`src/hdl/ratt_ram.sv`:
```
// generic single write port ram with registered read
module ratt_ram #(
    parameter int WIDTH = 8,
    parameter int DEPTH = 16
) (
    input  logic                             i_clk,
    input  logic                             i_we,
    input  logic [$clog2(DEPTH > 1 ? DEPTH : 2)-1:0] i_waddr,
    input  logic [WIDTH-1:0]                 i_wdata,
    input  logic [$clog2(DEPTH > 1 ? DEPTH : 2)-1:0] i_raddr,
    output logic [WIDTH-1:0]                 o_rdata
);
    logic [WIDTH-1:0] r_mem [DEPTH];

    always_ff @(posedge i_clk) begin
        if (i_we) begin
            r_mem[i_waddr] <= i_wdata;
        end
        o_rdata <= r_mem[i_raddr];
    end
endmodule

```
`config.mk`:
```
export PLATFORM = sky130hd
export DESIGN_NAME = ratt_ram
export DESIGN_NICKNAME = d
export VERILOG_FILES = /design/src/hdl/ratt_ram.sv
export SDC_FILE = /design/constraint.sdc
export NUM_CORES = 1
export LEC_CHECK = 0
export BUFFER_PORTS_ARGS = -buffer_cell sky130_fd_sc_hd__buf_4
export CORE_UTILIZATION = 55
export DETAILED_ROUTE_END_ITERATION = 12
export GPL_TIMING_DRIVEN = 0
export PLACE_DENSITY = 0.85
export SLEW_MARGIN = 20
export SYNTH_ARGS = -nofsm -noshare
export SYNTH_HDL_FRONTEND = slang
export SYNTH_SLANG_ARGS = --single-unit
```
`constraint.sdc`:
```
create_clock -name i_clk -period 5.9 [get_ports i_clk]
set_input_delay 1.18 -clock i_clk [delete_from_list [all_inputs] [get_ports i_clk]]
set_output_delay 1.18 -clock i_clk [all_outputs]
set_load 0.01 [all_outputs]
```
---- Word-level counts from Yosys, hierarchy flattened ----
Memory sizes are Yosys's and may differ from the RTL's. A register that Yosys moved wholly into a read port is not among the register bits.
Index checks and enable logic that the tools add are counted.
word-level totals
  bits in registers ....................... 0
  memory bits (writable) .................. 128
  bits of input ports ..................... 18
  output and inout port bits .............. 8
  word-level logic and storage cells ...... 3
  memories ................................ 1
memory list
  name   words  bits a word  rd ports  clocked after memory_dff  write ports  RTL line  RTL
  r_mem  16     8            1         1                         1            13        logic [WIDTH-1:0] r_mem [DEPTH];
cells by class
  mux-type cells .......................... 2
operators by type and width
  operator           count
  1-bit two-way mux  2

---- Longest topological paths before layout ----
  depth in word-level cells ............... 2
  mapped depth ............................ 5
  depth with buffers taken out ............ 3

---- Least setup slack after synthesis ----
OpenSTA, ideal clock, no wires.
  path kind ............................... input-to-reg
  from .................................... input port i_waddr[2] (netlist bit)
  to ...................................... memory r_mem[0][0] (enable)
  setup time .............................. 0.383 ns
  data arrival time ....................... 2.290 ns
  required time ........................... 5.517 ns
  setup slack ............................. 3.227 ns
  stages on the path ...................... 2
  path buffers ............................ 0
  path through ............................ or3b_2 > nor3_1
RTL lines
  item         RTL line  RTL
  from (decl)  8         input logic [$clog2(DEPTH > 1 ? DEPTH : 2)-1:0] i_waddr,
  to (decl)    13
Straight into the memory's write port.

---- Worst setup path after layout ----
  from .................................... input port i_waddr[2] (netlist bit)
  to ...................................... memory r_mem[3][7] (enable)
Straight into the memory's write port.

==> flow_metrics.tcl <==
set metrics [dict create \
    clock.fmax_ghz 0.4144 \
    overflow 0 \
    cts_tree "yes" \
    period_minus_slack_ns 2.413 \
    dieArea_um2 9750 \
    r2r_slack_ns 4.49 \
    wirelength_um 9989 \
    slew_violations 0 \
    area_delta_synth_final_pct 17.72 \
    leakagePower_nw 2.029 \
    synthTopCellsByCount "edfxtp_1 (128), mux4_2 (18), a22oi_1 (16)" \
    grt_pass1_vias 2549 \
    drc_errors 0 \
    dpl.hpwl_um 5916 \
    via_count 2501 \
    synth_nets 247 \
    clk_latency_ns 0.51 \
    multiInputGateArea_um2 1077 \
    nFillCells 534 \
    core_um2 8891 \
    synthTopCellsByArea "edfxtp_1 (75%), mux4_2 (7.9%), mux4_1 (7.1%), dfxtp_1 (3.1%), a22oi_1 (2.3%)" \
    end_kind "flip-flop" \
    cts.clk_slew.worst_paths_ns 0.06 \
    hold-path-cell-count 3 \
    start_util 0.5789 \
    cts-root-buf "clkbuf_8" \
    finalNetCount 290 \
    grt_usage 0.2267 \
    rows 34 \
    drtAntennaViolNets 0 \
    crit_required_ns 6.03 \
    drt_iter0_drc 329 \
    synth-seq-cells 136 \
    setup_viol 0 \
    ys_types 19 \
    cp_max_fo 8 \
    clock_sinks 136 \
    dr.pass1.iters 5 \
    vdd_drop_max_mv 0.2660 \
    start_kind "input port" \
    antenna_found_initial 0 \
    holdWs_ns 0.6986 \
    hold_class "reg2reg" \
    seqCellArea_um2 4004 \
    fin_total_pwr_mw 2.213 \
    finalSetupTns_ns 0 \
    post_cts_buffers 0 \
    synth-edff-count 128 \
    yosys_warnings 0 \
    synth_area_um2 5147 \
    synth.most_common_cell "edfxtp_1" \
    synth_ff_type "edfxtp_1" \
    fp.dieW_um 98.74 \
    r2r-end "o_rdata[0]$_DFF_P_" \
    status "complete, no violations" \
    r2r_cells 3 \
    fin_ws_ns 3.487 \
    power_density_nw_per_um2 365.2 \
    rsz0062_at_grt "false" \
    worstHoldStart "r_mem[11][7]$_DFFE_PP_" \
    syn_area_per_cell_um2 22.48 \
    postCtsHoldBufs 0 \
    worst_pin_slew_ns 0.8991 \
    min_delay_worst_endpoint "o_rdata[7]$_DFF_P_" \
    portBuffers 24 \
    io_pins 26 \
    drt-vias-per-instance 6.364 \
    finalNonFillerCells 393 \
    ys_async_sr_fraction 0 \
    grt_max_degree 17 \
    cts_resized 0 \
    cts_max_path_buffers 2 \
    seq_area_frac_synth 0.7778 \
    fin_skew_ns 0.008533 \
    dpl_worst_slack_ns 3.036 \
    reg2reg_from "r_mem[5][0]$_DFFE_PP_" \
    gp_congestion 0.7448 \
    placedCellCount 361 \
    wl_per_cell_um 25.42 \
    die_y_um 98.74 \
    critPathKind "in2reg" \
    cts_inserted_buffers 17 \
    drive_above_1_share 0.3053 \
    grt_pass1_wl_um 15040 \
    crit_arrival_ns 2.54 \
    period_share 0.4090 \
    synth_cells 229 \
    synth_top_area_frac 0.7467 \
    synth_top_cell_by_area "edfxtp_1" \
    antenna_cells 0 \
    relSlewSlack 0.3984 \
    cap_violations 0 \
    finalHoldViolations 0 \
    htreeDepth 4 \
]
-- layout by cell type (no fill, tap or decap), types with 2 or more instances in the layout --
master	n
a22oi_1	16
buf_2	3
buf_4	25
buf_6	3
bufinv_16	3
clkbuf_16	16
clkdlybuf4s25_2	3
clkinv_2	4
clkinvlp_4	6
dfxtp_1	8
edfxtp_1	128
mux4_1	14
mux4_2	18
nand2_1	9
nand2b_1	2
nand3b_1	2
nor2_1	13
nor3_2	4
-- power breakdown --
group,leakage [nW],switching [mW],internal (mW)
Sequential,1.22,0.00576,1.08
Combinational,0.539,0.0627,0.0496
Clock,0.266,0.377,0.637
-- flip-flops by register name, summed over array words and instances (netlist names) --
signal	flops
r_mem	128
o_rdata	8
-- logic make-up after synthesis --
group,synth area share
flip-flops,0.7778
AO/OA/AOI/OAI,0.02334
buffers and inverters,0.01677
multiplexers,0.1502
AND/OR/NAND/NOR,0.03184
-- per-layer routing --
metal	track usage	vias up	wire length, um
met5	0	-	0
met4	0.09185	0	200
met3	0.06738	15	930
met2	0.3486	128	4813
met1	0.3095	1299	4045
li1	-	1059	-
-- critical path: stages --
cell and delay, ns:
buf_4 0.13, or3b_2 0.52, nor2_1 0.71
-- per-stage QoR --
step	area, um^2	util
6_report	6060	0.6815
5_1_grt	6060	0.6815
4_1_cts	6060	0.6815
3_5_place_dp	5483	0.6167
3_3_place_gp	5463	0.6144
2_1_floorplan	5147	-
-- worst max-delay path by stage --
stage / from / end / cells after the start
global placement: i_waddr[2] / r_mem[0][4]$_DFFE_PP_ / 3
global route: i_waddr[2] / r_mem[3][7]$_DFFE_PP_ / 3
detailed placement: i_waddr[2] / r_mem[3][3]$_DFFE_PP_ / 3
CTS: i_waddr[2] / r_mem[3][7]$_DFFE_PP_ / 3
floorplan: i_waddr[2] / r_mem[0][0]$_DFFE_PP_ / 2
finish: i_waddr[2] / r_mem[3][7]$_DFFE_PP_ / 3
-- cell type report --
| class | instances | area share |
|---|---|---|
| sequential | 136 | 0.6607 |
| multi-input combinational | 83 | 0.1778 |
| buffer | 10 | 0.01425 |
| timing repair buffer | 24 | 0.02973 |
| clock buffer | 18 | 0.06897 |
| tap | 108 | 0.02230 |
| clock inverter | 14 | 0.02622 |
(Power assumes the default switching activity.)
